$ cat config.mk
export PLATFORM = sky130hd
export DESIGN_NAME = rounded_corner_alpha_mask_unit_flat
export DESIGN_NICKNAME = d
export VERILOG_FILES = /design/src/rtl/rcam_pkg.sv /design/src/rtl/rcam_if.sv /design/src/rtl/rounded_corner_alpha_mask_unit.sv /design/src/flat_wrapper.sv
export SDC_FILE = /design/constraint.sdc
export NUM_CORES = 2
export LEC_CHECK = 0
export BUFFER_PORTS_ARGS = -buffer_cell sky130_fd_sc_hd__clkbuf_2
export CORE_MARGIN = 1
export CORE_UTILIZATION = 50
export DETAILED_ROUTE_END_ITERATION = 8
export GPL_ROUTABILITY_DRIVEN = 0
export HOLD_SLACK_MARGIN = 0.12
export PLACE_DENSITY_LB_ADDON = 0.25
export SLEW_MARGIN = 20
export SYNTH_ARGS = -nofsm -noshare
export SYNTH_HDL_FRONTEND = slang
export SYNTH_SLANG_ARGS = --single-unit
$ cat constraint.sdc
create_clock -name clk_i -period 20.8 [get_ports clk_i]
set_input_delay 4.16 -clock clk_i [delete_from_list [all_inputs] [get_ports clk_i]]
set_output_delay 4.16 -clock clk_i [all_outputs]
set_load 0.02 [all_outputs]
$ cat src/rtl/rcam_pkg.sv
`timescale 1ns / 1ps

package rcam_pkg;

  localparam int COORD_BITS     = 12;
  localparam int COV_FRAC_BITS  = 8;
  localparam int CH_BITS        = 8;
  localparam int FRAME_BITS     = 13;
  localparam int RADIUS_BITS    = 8;
  localparam int COV_OUT_BITS   = 9;

  localparam int APB_ADDR_BITS  = 4;
  localparam int APB_DATA_BITS  = 32;

  localparam logic [1:0] REG_FRAME_WIDTH   = 2'd0;
  localparam logic [1:0] REG_FRAME_HEIGHT  = 2'd1;
  localparam logic [1:0] REG_CORNER_RADIUS = 2'd2;

  localparam logic [FRAME_BITS-1:0]  FRAME_WIDTH_RST   = FRAME_BITS'(760);
  localparam logic [FRAME_BITS-1:0]  FRAME_HEIGHT_RST  = FRAME_BITS'(520);
  localparam logic [RADIUS_BITS-1:0] CORNER_RADIUS_RST = RADIUS_BITS'(16);

  localparam int P2_BITS   = COORD_BITS + 1;
  localparam int E2_BITS   = FRAME_BITS + 1;
  localparam int R2_BITS   = RADIUS_BITS + 1;
  localparam int D_BITS    = ((P2_BITS > E2_BITS) ? P2_BITS : E2_BITS) + 2;
  localparam int MAG_BITS  = ((P2_BITS > R2_BITS) ? P2_BITS : R2_BITS) + 1;
  localparam int SQ_BITS   = 2 * MAG_BITS + 1;
  localparam int SQ_SHIFT  = 2 * COV_FRAC_BITS - 2;
  localparam int ROOT_BITS = (SQ_BITS + SQ_SHIFT + 1) / 2;
  localparam int VAL_BITS  = 2 * ROOT_BITS;
  localparam int REM_BITS  = ROOT_BITS + 2;
  localparam int COV_BITS  = COV_FRAC_BITS + 1;
  localparam int RQ_BITS   = RADIUS_BITS + COV_FRAC_BITS;
  localparam int CMP_BITS  = ((ROOT_BITS > RQ_BITS) ? ROOT_BITS : RQ_BITS) + 2;
  localparam int PROD_BITS = CH_BITS + COV_BITS + 1;

  localparam int ST_DIFF    = 0;
  localparam int ST_SQR     = 1;
  localparam int ST_SUM     = 2;
  localparam int ST_ROOT    = 3;
  localparam int ST_COV     = ST_ROOT + ROOT_BITS;
  localparam int ST_OUT     = ST_COV + 1;
  localparam int NUM_STAGES = ST_OUT + 1;

  typedef struct packed {
    logic [CH_BITS-1:0] blue;
    logic [CH_BITS-1:0] green;
    logic [CH_BITS-1:0] red;
    logic [CH_BITS-1:0] alpha;
    logic               in_rect;
  } side_t;

endpackage

$ cat src/rtl/rcam_if.sv
`timescale 1ns / 1ps

interface rcam_pix_if;
  logic                                valid;
  logic                                ready;
  logic [rcam_pkg::COORD_BITS-1:0]     column;
  logic [rcam_pkg::COORD_BITS-1:0]     row;
  logic [rcam_pkg::CH_BITS-1:0]        in_blue;
  logic [rcam_pkg::CH_BITS-1:0]        in_green;
  logic [rcam_pkg::CH_BITS-1:0]        in_red;
  logic [rcam_pkg::CH_BITS-1:0]        in_alpha;

  modport source (output valid, column, row, in_blue, in_green, in_red, in_alpha,
                  input ready);
  modport sink (input valid, column, row, in_blue, in_green, in_red, in_alpha,
                output ready);
endinterface

interface rcam_res_if;
  logic                                valid;
  logic                                ready;
  logic [rcam_pkg::CH_BITS-1:0]        out_blue;
  logic [rcam_pkg::CH_BITS-1:0]        out_green;
  logic [rcam_pkg::CH_BITS-1:0]        out_red;
  logic [rcam_pkg::CH_BITS-1:0]        out_alpha;
  logic [rcam_pkg::COV_OUT_BITS-1:0]   coverage;

  modport source (output valid, out_blue, out_green, out_red, out_alpha, coverage,
                  input ready);
  modport sink (input valid, out_blue, out_green, out_red, out_alpha, coverage,
                output ready);
endinterface

$ cat src/rtl/rounded_corner_alpha_mask_unit.sv
`timescale 1ns / 1ps

// Channel   Port     Role     Transfer
// pixel     pix_i    sink     valid & ready, column, row and four channel bytes
// result    res_o    source   valid & ready, four scaled bytes and coverage
// config    APB      slave    psel & penable & pwrite & pready, index paddr[3:2]
//
// One pixel per clock while res_o is ready; the pipeline depth at the default
// sizes is set by the square root, which resolves one bit per stage.
// Reset clears the valid bits and loads the register defaults.
// Each stage holds only while it is full and the stage after it is held, so
// empty stages keep filling while a result waits at the output.

module rounded_corner_alpha_mask_unit (
  input  logic                                 clk_i,
  input  logic                                 rst_ni,
  rcam_pix_if.sink                             pix_i,
  rcam_res_if.source                           res_o,
  input  logic                                 psel,
  input  logic                                 penable,
  input  logic                                 pwrite,
  input  logic [rcam_pkg::APB_ADDR_BITS-1:0]   paddr,
  input  logic [rcam_pkg::APB_DATA_BITS-1:0]   pwdata,
  output logic [rcam_pkg::APB_DATA_BITS-1:0]   prdata,
  output logic                                 pready
);

  localparam int NS = rcam_pkg::NUM_STAGES;
  localparam int RB = rcam_pkg::ROOT_BITS;

  logic [rcam_pkg::FRAME_BITS-1:0]  frame_width_q;
  logic [rcam_pkg::FRAME_BITS-1:0]  frame_height_q;
  logic [rcam_pkg::RADIUS_BITS-1:0] corner_radius_q;
  logic [1:0]                       reg_idx;
  logic                             reg_wr;

  assign pready  = 1'b1;
  assign reg_idx = paddr[3:2];
  assign reg_wr  = psel && penable && pwrite;

  always_ff @(posedge clk_i or negedge rst_ni) begin
    if (!rst_ni) begin
      frame_width_q   <= rcam_pkg::FRAME_WIDTH_RST;
      frame_height_q  <= rcam_pkg::FRAME_HEIGHT_RST;
      corner_radius_q <= rcam_pkg::CORNER_RADIUS_RST;
    end else if (reg_wr) begin
      unique case (reg_idx)
        rcam_pkg::REG_FRAME_WIDTH:   frame_width_q   <= pwdata[rcam_pkg::FRAME_BITS-1:0];
        rcam_pkg::REG_FRAME_HEIGHT:  frame_height_q  <= pwdata[rcam_pkg::FRAME_BITS-1:0];
        rcam_pkg::REG_CORNER_RADIUS: corner_radius_q <= pwdata[rcam_pkg::RADIUS_BITS-1:0];
        default: ;
      endcase
    end
  end

  always_comb begin
    unique case (reg_idx)
      rcam_pkg::REG_FRAME_WIDTH:   prdata = rcam_pkg::APB_DATA_BITS'(frame_width_q);
      rcam_pkg::REG_FRAME_HEIGHT:  prdata = rcam_pkg::APB_DATA_BITS'(frame_height_q);
      rcam_pkg::REG_CORNER_RADIUS: prdata = rcam_pkg::APB_DATA_BITS'(corner_radius_q);
      default:                     prdata = '0;
    endcase
  end

  // Stage advance chain.
  logic [NS-1:0] vld_q;
  logic [NS:0]   adv;

  assign adv[NS]     = res_o.ready;
  assign pix_i.ready = adv[0];

  for (genvar k = 0; k < NS; k++) begin : g_adv
    assign adv[k] = !vld_q[k] || adv[k+1];
  end

  always_ff @(posedge clk_i or negedge rst_ni) begin
    if (!rst_ni) begin
      vld_q <= '0;
    end else begin
      for (int k = 0; k < NS; k++) begin
        if (adv[k]) begin
          vld_q[k] <= (k == 0) ? pix_i.valid : vld_q[(k == 0) ? 0 : k - 1];
        end
      end
    end
  end

  // Clamp into the inner rectangle and take the offset magnitudes.
  logic signed [rcam_pkg::D_BITS-1:0] r2_s;
  logic signed [rcam_pkg::D_BITS-1:0] px2_s, py2_s;
  logic signed [rcam_pkg::D_BITS-1:0] hx_s, hy_s;
  logic                               x_lo, x_hi, y_lo, y_hi;
  logic signed [rcam_pkg::D_BITS-1:0] dx_s, dy_s;
  rcam_pkg::side_t                    side_d;

  always_comb begin
    r2_s  = rcam_pkg::D_BITS'({corner_radius_q, 1'b0});
    px2_s = rcam_pkg::D_BITS'({pix_i.column, 1'b1});
    py2_s = rcam_pkg::D_BITS'({pix_i.row, 1'b1});
    hx_s  = rcam_pkg::D_BITS'({frame_width_q, 1'b0}) - r2_s;
    hy_s  = rcam_pkg::D_BITS'({frame_height_q, 1'b0}) - r2_s;
    x_lo  = px2_s < r2_s;
    x_hi  = px2_s > hx_s;
    y_lo  = py2_s < r2_s;
    y_hi  = py2_s > hy_s;
    priority if (x_lo) dx_s = r2_s - px2_s;
    else if (x_hi)     dx_s = px2_s - hx_s;
    else               dx_s = '0;
    priority if (y_lo) dy_s = r2_s - py2_s;
    else if (y_hi)     dy_s = py2_s - hy_s;
    else               dy_s = '0;
    side_d.blue    = pix_i.in_blue;
    side_d.green   = pix_i.in_green;
    side_d.red     = pix_i.in_red;
    side_d.alpha   = pix_i.in_alpha;
    side_d.in_rect = !(x_lo || x_hi || y_lo || y_hi);
  end

  logic [rcam_pkg::MAG_BITS-1:0]   dx_q, dy_q;
  logic [2*rcam_pkg::MAG_BITS-1:0] sqx_q, sqy_q;
  logic [rcam_pkg::SQ_BITS-1:0]    sq_q;
  rcam_pkg::side_t                 side_diff_q, side_sqr_q, side_sum_q;

  always_ff @(posedge clk_i) begin
    if (adv[rcam_pkg::ST_DIFF]) begin
      dx_q        <= dx_s[rcam_pkg::MAG_BITS-1:0];
      dy_q        <= dy_s[rcam_pkg::MAG_BITS-1:0];
      side_diff_q <= side_d;
    end
    if (adv[rcam_pkg::ST_SQR]) begin
      sqx_q      <= dx_q * dx_q;
      sqy_q      <= dy_q * dy_q;
      side_sqr_q <= side_diff_q;
    end
    if (adv[rcam_pkg::ST_SUM]) begin
      sq_q       <= rcam_pkg::SQ_BITS'(sqx_q) + rcam_pkg::SQ_BITS'(sqy_q);
      side_sum_q <= side_sqr_q;
    end
  end

  // Restoring square root, one result bit per stage.
  logic [rcam_pkg::SQ_BITS-1:0]  rt_sq_q   [RB];
  logic [rcam_pkg::REM_BITS-1:0] rt_rem_q  [RB];
  logic [RB-1:0]                 rt_root_q [RB];
  rcam_pkg::side_t               rt_side_q [RB];

  for (genvar k = 0; k < RB; k++) begin : g_root
    logic [rcam_pkg::SQ_BITS-1:0]  sq_in;
    logic [rcam_pkg::REM_BITS-1:0] rem_in;
    logic [RB-1:0]                 root_in;
    rcam_pkg::side_t               side_in;
    logic [rcam_pkg::VAL_BITS-1:0] val;
    logic [rcam_pkg::REM_BITS-1:0] rem_cat, trial;
    logic                          take;

    if (k == 0) begin : g_first
      assign sq_in   = sq_q;
      assign rem_in  = '0;
      assign root_in = '0;
      assign side_in = side_sum_q;
    end else begin : g_next
      assign sq_in   = rt_sq_q[k-1];
      assign rem_in  = rt_rem_q[k-1];
      assign root_in = rt_root_q[k-1];
      assign side_in = rt_side_q[k-1];
    end

    assign val     = rcam_pkg::VAL_BITS'(sq_in) << rcam_pkg::SQ_SHIFT;
    assign rem_cat = {rem_in[rcam_pkg::REM_BITS-3:0],
                      val[rcam_pkg::VAL_BITS-1-2*k -: 2]};
    assign trial   = {root_in, 2'b01};
    assign take    = rem_cat >= trial;

    always_ff @(posedge clk_i) begin
      if (adv[rcam_pkg::ST_ROOT + k]) begin
        rt_sq_q[k]   <= sq_in;
        rt_rem_q[k]  <= take ? rem_cat - trial : rem_cat;
        rt_root_q[k] <= {root_in[RB-2:0], take};
        rt_side_q[k] <= side_in;
      end
    end
  end

  // Coverage from the distance.
  logic signed [rcam_pkg::CMP_BITS-1:0] dist_s, rq_s, lo_s, hi_s, rem_cov_s;
  logic [rcam_pkg::COV_BITS-1:0]        cov_d, cov_q;
  rcam_pkg::side_t                      side_cov_q;

  always_comb begin
    dist_s    = rcam_pkg::CMP_BITS'(rt_root_q[RB-1]);
    rq_s      = rcam_pkg::CMP_BITS'(corner_radius_q) <<< rcam_pkg::COV_FRAC_BITS;
    lo_s      = rq_s - rcam_pkg::CMP_BITS'(1 << (rcam_pkg::COV_FRAC_BITS - 1));
    hi_s      = rq_s + rcam_pkg::CMP_BITS'(1 << (rcam_pkg::COV_FRAC_BITS - 1));
    rem_cov_s = hi_s - dist_s;
    priority if (rt_side_q[RB-1].in_rect || dist_s <= lo_s) begin
      cov_d = rcam_pkg::COV_BITS'(1 << rcam_pkg::COV_FRAC_BITS);
    end else if (dist_s >= hi_s) begin
      cov_d = '0;
    end else begin
      cov_d = rem_cov_s[rcam_pkg::COV_BITS-1:0];
    end
  end

  always_ff @(posedge clk_i) begin
    if (adv[rcam_pkg::ST_COV]) begin
      cov_q      <= cov_d;
      side_cov_q <= rt_side_q[RB-1];
    end
  end

  // Channel scaling with round half up.
  function automatic logic [rcam_pkg::CH_BITS-1:0] scale_ch(
    input logic [rcam_pkg::CH_BITS-1:0]  ch,
    input logic [rcam_pkg::COV_BITS-1:0] cov
  );
    logic [rcam_pkg::PROD_BITS-1:0] prod;
    prod = rcam_pkg::PROD_BITS'(ch) * rcam_pkg::PROD_BITS'(cov)
         + rcam_pkg::PROD_BITS'(1 << (rcam_pkg::COV_FRAC_BITS - 1));
    return prod[rcam_pkg::COV_FRAC_BITS +: rcam_pkg::CH_BITS];
  endfunction

  logic [rcam_pkg::CH_BITS-1:0]      blue_q, green_q, red_q, alpha_q;
  logic [rcam_pkg::COV_OUT_BITS-1:0] cov_out_q;

  always_ff @(posedge clk_i) begin
    if (adv[rcam_pkg::ST_OUT]) begin
      blue_q    <= scale_ch(side_cov_q.blue, cov_q);
      green_q   <= scale_ch(side_cov_q.green, cov_q);
      red_q     <= scale_ch(side_cov_q.red, cov_q);
      alpha_q   <= scale_ch(side_cov_q.alpha, cov_q);
      cov_out_q <= rcam_pkg::COV_OUT_BITS'(cov_q);
    end
  end

  assign res_o.valid     = vld_q[rcam_pkg::ST_OUT];
  assign res_o.out_blue  = blue_q;
  assign res_o.out_green = green_q;
  assign res_o.out_red   = red_q;
  assign res_o.out_alpha = alpha_q;
  assign res_o.coverage  = cov_out_q;

endmodule
$ cat src/flat_wrapper.sv
// flat-port wrapper written by rule: the top's interface ports become plain ports
module rounded_corner_alpha_mask_unit_flat 
  (clk_i, rst_ni, psel, penable, pwrite, paddr, pwdata, prdata, pready, pix_i_valid, pix_i_column, pix_i_row, pix_i_in_blue, pix_i_in_green, pix_i_in_red, pix_i_in_alpha, pix_i_ready, res_o_valid, res_o_out_blue, res_o_out_green, res_o_out_red, res_o_out_alpha, res_o_coverage, res_o_ready);
  rcam_pix_if pix_i_i ();
  rcam_res_if res_o_i ();
  input  logic clk_i;
  input  logic rst_ni;
  input  logic psel;
  input  logic penable;
  input  logic pwrite;
  input  logic [rcam_pkg::APB_ADDR_BITS-1:0] paddr;
  input  logic [rcam_pkg::APB_DATA_BITS-1:0] pwdata;
  output logic [rcam_pkg::APB_DATA_BITS-1:0] prdata;
  output logic pready;
  input wire logic [$bits(pix_i_i.valid)-1:0] pix_i_valid;
  input wire logic [$bits(pix_i_i.column)-1:0] pix_i_column;
  input wire logic [$bits(pix_i_i.row)-1:0] pix_i_row;
  input wire logic [$bits(pix_i_i.in_blue)-1:0] pix_i_in_blue;
  input wire logic [$bits(pix_i_i.in_green)-1:0] pix_i_in_green;
  input wire logic [$bits(pix_i_i.in_red)-1:0] pix_i_in_red;
  input wire logic [$bits(pix_i_i.in_alpha)-1:0] pix_i_in_alpha;
  output wire logic [$bits(pix_i_i.ready)-1:0] pix_i_ready;
  output wire logic [$bits(res_o_i.valid)-1:0] res_o_valid;
  output wire logic [$bits(res_o_i.out_blue)-1:0] res_o_out_blue;
  output wire logic [$bits(res_o_i.out_green)-1:0] res_o_out_green;
  output wire logic [$bits(res_o_i.out_red)-1:0] res_o_out_red;
  output wire logic [$bits(res_o_i.out_alpha)-1:0] res_o_out_alpha;
  output wire logic [$bits(res_o_i.coverage)-1:0] res_o_coverage;
  input wire logic [$bits(res_o_i.ready)-1:0] res_o_ready;
  assign pix_i_i.valid = pix_i_valid;
  assign pix_i_i.column = pix_i_column;
  assign pix_i_i.row = pix_i_row;
  assign pix_i_i.in_blue = pix_i_in_blue;
  assign pix_i_i.in_green = pix_i_in_green;
  assign pix_i_i.in_red = pix_i_in_red;
  assign pix_i_i.in_alpha = pix_i_in_alpha;
  assign pix_i_ready = pix_i_i.ready;
  assign res_o_valid = res_o_i.valid;
  assign res_o_out_blue = res_o_i.out_blue;
  assign res_o_out_green = res_o_i.out_green;
  assign res_o_out_red = res_o_i.out_red;
  assign res_o_out_alpha = res_o_i.out_alpha;
  assign res_o_coverage = res_o_i.coverage;
  assign res_o_i.ready = res_o_ready;
  rounded_corner_alpha_mask_unit u_core (.clk_i(clk_i), .rst_ni(rst_ni), .pix_i(pix_i_i), .res_o(res_o_i), .psel(psel), .penable(penable), .pwrite(pwrite), .paddr(paddr), .pwdata(pwdata), .prdata(prdata), .pready(pready));
endmodule
======== Yosys cells after proc, flatten, opt, wreduce, memory -nomap -nowiden ========
Memory sizes are Yosys's and may differ from the RTL's.
Cells that the tools add are included.
storage, ports and cells
  RAM bits ................................ 2376
  flip-flop bits (word level) ............. 355
  memories kept ........................... 4
  word-level logic and storage cells ...... 275
memory list
  memory            words  bits a word  rd ports  clocked after memory_dff  wr ports  RTL line                               source
  u_core.rt_side_q  22     33           22        0                         22        rounded_corner_alpha_mask_unit.sv:145  rcam_pkg::side_t rt_side_q [RB];
  u_core.rt_sq_q    22     29           21        0                         22        rounded_corner_alpha_mask_unit.sv:142  logic [rcam_pkg::SQ_BITS-1:0] rt_sq_q [RB];
  u_core.rt_rem_q   22     24           21        0                         22        rounded_corner_alpha_mask_unit.sv:143  logic [rcam_pkg::REM_BITS-1:0] rt_rem_q [RB];
  u_core.rt_root_q  22     22           22        0                         22        rounded_corner_alpha_mask_unit.sv:144  logic [RB-1:0] rt_root_q [RB];
operators by class
  equality and inequality tests ........... 2
  reductions and logical operators ........ 66
  mux-type cells .......................... 72
  multiply operators ...................... 6
  add/subtract/negate cells ............... 36
  order comparisons ....................... 28
operators with widths
  operator                                                               number
  24-bit 2-to-1 mux                                                      22
  24-bit greater-or-equal comparator                                     21
  24-bit subtractor                                                      21
  16-bit by 8-bit adder with 16-bit output (second input constant)       4
  8-bit by 9-bit multiplier with 16-bit output                           4
  14-bit by 14-bit multiplier with 28-bit output                         2
  14-bit 2-to-1 mux                                                      4
  1-bit 2-to-1 mux                                                       44
  13-bit case mux with 3 select lines                                    1
  1-bit logical OR                                                       31
  14-bit by 15-bit greater-than comparator with 1-bit output             2
  14-bit by 9-bit subtractor with 15-bit output                          2
  28-bit by 28-bit adder with 29-bit output                              1
  1-bit zero test                                                        28
  14-bit subtractor                                                      2
  9-bit by 13-bit subtractor with 14-bit output                          2
  13-bit by 9-bit < comparator with 1-bit output                         2
  23-bit by 17-bit <= comparator with 1-bit output                       1
  22-bit by 17-bit greater-or-equal comparator with 1-bit output         1
  16-bit by 8-bit adder with 17-bit output (second input constant)       1
  16-bit by 8-bit subtractor with 17-bit output (second input constant)  1
  9-bit 2-to-1 mux                                                       1
  9-bit subtractor                                                       1
  2-bit AND reduction                                                    3
  other kinds (7)                                                        8

======== Logic depth before layout (Yosys ltp) ========
  word-level depth ........................ 28
  depth in mapped cells ................... 26
  gate-level depth less buffers ........... 24

======== Worst setup path before layout ========
No wires, ideal clock.
  path kind ............................... input -> output
  start ................................... input res_o_ready
  end ..................................... output pix_i_ready
  arrival ................................. 13.212 ns
  path buffers ............................ 1
  slack ................................... 3.428 ns
  stages on the path ...................... 12
  cells stage by stage .................... nand2b_1 > nor2_1 > inv_1 > or3_1 > nor2_1 > nand4_1 > nor2_1 > and2_1 > and3_1 > and3_1 > clkbuf_1 > nand3_1
on the way
  word-level cells in the longest chain between the ends .. 27
ends and longest elaborated chain
  what                            RTL line                              source
  from (decl)                     flat_wrapper.sv:29                    input wire logic [$bits(res_o_i.ready)-1:0] res_o_ready;
  1-bit logical OR (2 in a row)   rounded_corner_alpha_mask_unit.sv:73  assign adv[k] = !vld_q[k] || adv[k+1];
  named net u_core.adv[25]        rounded_corner_alpha_mask_unit.sv:67  logic [NS:0] adv;
  1-bit logical OR (4 in a row)   rounded_corner_alpha_mask_unit.sv:73
  named net u_core.adv[21]        rounded_corner_alpha_mask_unit.sv:67
  1-bit logical OR (13 in a row)  rounded_corner_alpha_mask_unit.sv:73
  named net u_core.adv[8]         rounded_corner_alpha_mask_unit.sv:67
  1-bit logical OR (8 in a row)   rounded_corner_alpha_mask_unit.sv:73
  to (decl)                       flat_wrapper.sv:22                    output wire logic [$bits(pix_i_i.ready)-1:0] pix_i_ready;
The timed path passes the listed nets, and every way through them passes these cells.

======== Worst setup path after layout ========
  start ................................... input res_o_ready
  end ..................................... output pix_i_ready
on the way
  word-level cells in the longest chain between the ends .. 27
ends and longest elaborated chain
  what                            RTL line
  1-bit logical OR                rounded_corner_alpha_mask_unit.sv:73
  named net u_core.adv[26]        rounded_corner_alpha_mask_unit.sv:67
  1-bit logical OR                rounded_corner_alpha_mask_unit.sv:73
  named net u_core.adv[25]        rounded_corner_alpha_mask_unit.sv:67
  1-bit logical OR (4 in a row)   rounded_corner_alpha_mask_unit.sv:73
  named net u_core.adv[21]        rounded_corner_alpha_mask_unit.sv:67
  1-bit logical OR (13 in a row)  rounded_corner_alpha_mask_unit.sv:73
  named net u_core.adv[8]         rounded_corner_alpha_mask_unit.sv:67
  1-bit logical OR (8 in a row)   rounded_corner_alpha_mask_unit.sv:73
The timed path passes the listed nets, and every way through them passes these cells.

==> metrics.log <==
INFO  metric clock_path_buffers = 3
INFO  metric min-delay-path-class = reg -> reg
INFO  metric seqCellArea = a little under 60000 um^2
INFO  metric synth_seq_area_share = about three fifths
INFO  metric drcViolationCount = 46
INFO  metric ys_dominant_reg_cell = edfxtp_1
INFO  metric die_x = 450 um
INFO  metric worstMarginPinSlew = approximately 1000 ps
INFO  metric endpoints_failing_setup = 0
INFO  metric critical-path-top-cell-by-count = nor2_1
INFO  metric worstPathBufferInverterCount = 5
INFO  metric multi_input_logic_area = 37800 um^2
INFO  metric final.setup_skew = 74.9 ps
INFO  metric post-cts-setup-buffers = 0
INFO  metric comb_power_share = 31.9%
INFO  metric numCtsBuffers = slightly below 200
INFO  metric final.setup.tns = 0 ps
INFO  metric switchingPower = approximately 4.7 mW
INFO  metric status = complete, but fails checks
INFO  metric unrepaired_setup_endpoints_after_global_routing = false
INFO  metric worst_path_dominant_cell_family = simple AND/OR/NAND/NOR gates
INFO  metric static-leakage-power = 47.6 nW
INFO  metric initial_core_util = about half
INFO  metric arrival = between 8000 and 9000 ps
INFO  metric vias_post_dr = between 50000 and 60000
INFO  metric max-slew-margin-rel = between 30% and 40%
INFO  metric drt_iter0_drc = around 3000
INFO  metric pin_count_of_the_biggest_net_entering_global_routing = 88
INFO  metric power_density = roughly 130 nW/um^2
INFO  metric netlist.top_cell.by_area = edfxtp_1
INFO  metric asyncSetResetFlopFracSynth = under 10%
INFO  metric ctsResizeCount = 0
INFO  metric layout.core_utilization = between 50 and 60%
INFO  metric row_count = 164
INFO  metric vdd_ir_drop_max = 89.8 uV
INFO  metric cts_tree = done
INFO  metric criticalPathCategory = in -> out
INFO  metric clkTransAtPathRegs = approximately 60 ps
INFO  metric finalMaxSlewViolations = 0
INFO  metric detail_route.wl_per_cell = ~16 um
INFO  metric crit_cells = 15
INFO  metric detail-route-antenna-nets = 0
INFO  metric critical-path-max-stage-delay = roughly 600 ps
INFO  metric holdBufCountCts = 0
INFO  metric grt_pass1_vias = between 50000 and 60000
INFO  metric max_freq = around 80 MHz
INFO  metric route.met2.wl = a little under 90000 um
INFO  metric final.fill_count = 16100
INFO  metric period_share = between 50 and 60%
INFO  metric worst_path_max_delay_cell = or3_4
INFO  metric track_usage = between 10% and 20%
INFO  metric route.met3.wl = 6940 um
INFO  metric clock-root-buffer = clkbuf_16
INFO  metric synth-edff-count = about 1900
INFO  metric timing.critical_path.cells = clkbuf_2, nand2b_4, nor2_1, inv_1, or3_4, nor2_1, buf_4, nand4_1, buf_4, nor2_1, and2_1, and3_1, and3_1, nand3_4, clkbuf_2
INFO  metric syn_inst = roughly 7600
INFO  metric whs_path_depth = 0
INFO  metric die_y = roughly 450 um
INFO  metric synth_area_leaders = edfxtp_1, ha_1, fa_1, inv_1, xnor2_1
INFO  metric wl_met1 = 74600 um
INFO  metric max_cap_viol_count = 0
INFO  metric die_area = 203000 um^2
INFO  metric layout-drive-gt1-share = 8.51%
INFO  metric antenna_violations_before_repair = 5
INFO  metric finalHoldViolations = 0
INFO  metric end_kind = output pin
INFO  metric swShare = 32.6%
INFO  metric ys_seq_elements = about 2000
INFO  metric routed.top_layer = met4
INFO  metric power_frac_clock = 24.1%
INFO  metric numPortBuffers = between 100 and 150
INFO  metric ys_types = 80
INFO  metric drt-vias-per-instance = 5.20
INFO  metric grt_pass1_wl = roughly 280000 um
INFO  metric path_max_fanout = 43
INFO  metric share_seq_of_total_power = between 40% and 50%
INFO  metric drt_pass1_iterations = 8
INFO  metric critical_path.startpoint_type = primary input
INFO  metric cp_data_required_time = 16640 ps
INFO  metric synth_largest_type_area_fraction = between 50% and 60%
INFO  metric clock_tree.htree_level_count = 4
INFO  metric drt_wl_total = 173000 um
INFO  metric synth_area = 101000 um^2
INFO  metric postSynthAreaPerCell = roughly 13 um^2
INFO  metric internal_power = 9.81 mW
INFO  metric globalRouteOverflowTotal = 0
INFO  metric worst_skew_pair.late_latency = around 860 ps
INFO  metric period_minus_slack = about 12000 ps
INFO  metric sink_count = 1966
INFO  metric reg2regPathDepth = 24
INFO  metric yosysWarnings = 0
INFO  metric design.portCount = approximately 180
INFO  metric areaGrowthSynthToFinish = 10.5%
INFO  metric finalPower = 14.5 mW
INFO  metric core-area = between 150000 and 200000 um^2
INFO  metric violations_in_the_final_reports = design-rule violations
INFO  metric fin_nets = between 9000 and 10000
INFO  metric post-dp-hpwl = around 130000 um
kinds of logic after synthesis:
| family | count (synthesis) | share of synthesized area (%) |
|---|---|---|
| compound gates | 1060 | 6.49 |
| buf+inv | 1114 | 4.25 |
| simple gates | 1705 | 8.38 |
| flops | 1966 | 58.4 |
| fa+ha+maj | 1096 | 16.6 |
| mux | 131 | 1.44 |
| other cells | 2 | 0.00747 |
| xor+xnor | 505 | 4.40 |
Yosys cell counts (all sizes together), types with 57 or more instances:
cell / number
a21o: 110
a21oi: 331
and2: 222
clkbuf: 109
edfxtp: 1905
fa: 398
ha: 698
inv: 969
mux2: 108
nand2: 502
nand2b: 77
nand3: 77
nor2: 347
nor2b: 57
nor3: 139
o21a: 86
o21ai: 261
o21bai: 57
xnor2: 310
xor2: 195
cell type report:
cell class | instances | share of cell area [%]
flip-flops and latches | 1966 | 52.9
inverters | 971 | 3.28
well taps | 2656 | 2.99
repair buffers | 178 | 0.930
diodes | 2 | 0.00450
clock inverters | 123 | 1.29
clock buffers | 235 | 4.62
multi-input cells | 4518 | 34.0
registers in the layout, indices dropped and copies added (netlist names), 9 cells and up:
register and flops:
u_core.g_root.side_in 33, u_core.vld_q 27, u_core.dy_q 14, u_core.res_o.coverage 9, u_core.cov_q 9, u_core.dx_q 14
u_core.rt_sq_q 218, u_core.rt_root_q 239, u_core.sqx_q 27, u_core.side_sqr_q 33, u_core.side_diff_q 33, u_core.rt_rem_q 430
u_core.frame_height_q 13, u_core.frame_width_q 13, u_core.g_root.sq_in 29, u_core.sqy_q 27, u_core.side_cov_q 32, u_core.rt_side_q 726
worst paths after layout:
| check | from | to | slack, ps |
|---|---|---|---|
| setup reg to reg | u_core.dy_q[6]$_DFFE_PP_ | u_core.sqy_q[20]$_DFFE_PP_ | 13540 |
| max in group asynchronous | rst_ni | u_core.vld_q[14]$_DFFE_PN0P_ | 16630 |
| hold reg to reg | u_core.rt_side_q[4][79]$_DFFE_PP_ | u_core.rt_side_q[4][112]$_DFFE_PP_ | 360 |
| hold / removal | u_core.rt_side_q[4][79]$_DFFE_PP_ | u_core.rt_side_q[4][112]$_DFFE_PP_ | 360 |
| min in group asynchronous | rst_ni | u_core.frame_height_q[4]$_DFFE_PN0P_ | 3520 |
| setup / recovery | res_o_ready | pix_i_ready | 8340 |
per-layer routing:
metal | track usage, % | vias to the layer above
met4 | 5.42 | 0
met5 | 0 | -
li1 | - | 27100
met3 | 2.57 | 311
met1 | 22.0 | 27000
met2 | 30.1 | 994
power by group through the flow:
stage	clock network, mW	registers [mW]	logic (mW)
2_1_floorplan	0	6.20	3.62
3_3_place_gp	0	6.45	4.50
3_5_place_dp	0	6.48	4.62
4_1_cts	3.60	6.41	4.68
5_1_grt	3.74	6.51	5.30
6_report	3.50	6.40	4.64
placed cells by master (no fill, tap or decap), types with 222 or more instances in the layout:
master | Yosys | final
a21oi_1 | 331 | 331
and2_1 | 222 | 222
edfxtp_1 | 1905 | 1905
fa_1 | 398 | 398
ha_1 | 698 | 698
inv_1 | 969 | 961
nand2_1 | 502 | 493
nor2_1 | 344 | 344
o21ai_0 | 260 | 258
xnor2_1 | 310 | 310
through the flow:
stage	area (um^2)	hold WS, ps	std cells	setup WS [ps]
CTS	111000	352	10600	7940
global route	111000	357	10600	8060
finish	111000	361	10600	8340
floorplan	101000	400	7598	3430
global placement	104000	400	10300	8020
detailed placement	104000	405	10300	7980
No activity file was read; power rests on OpenSTA's default activity.
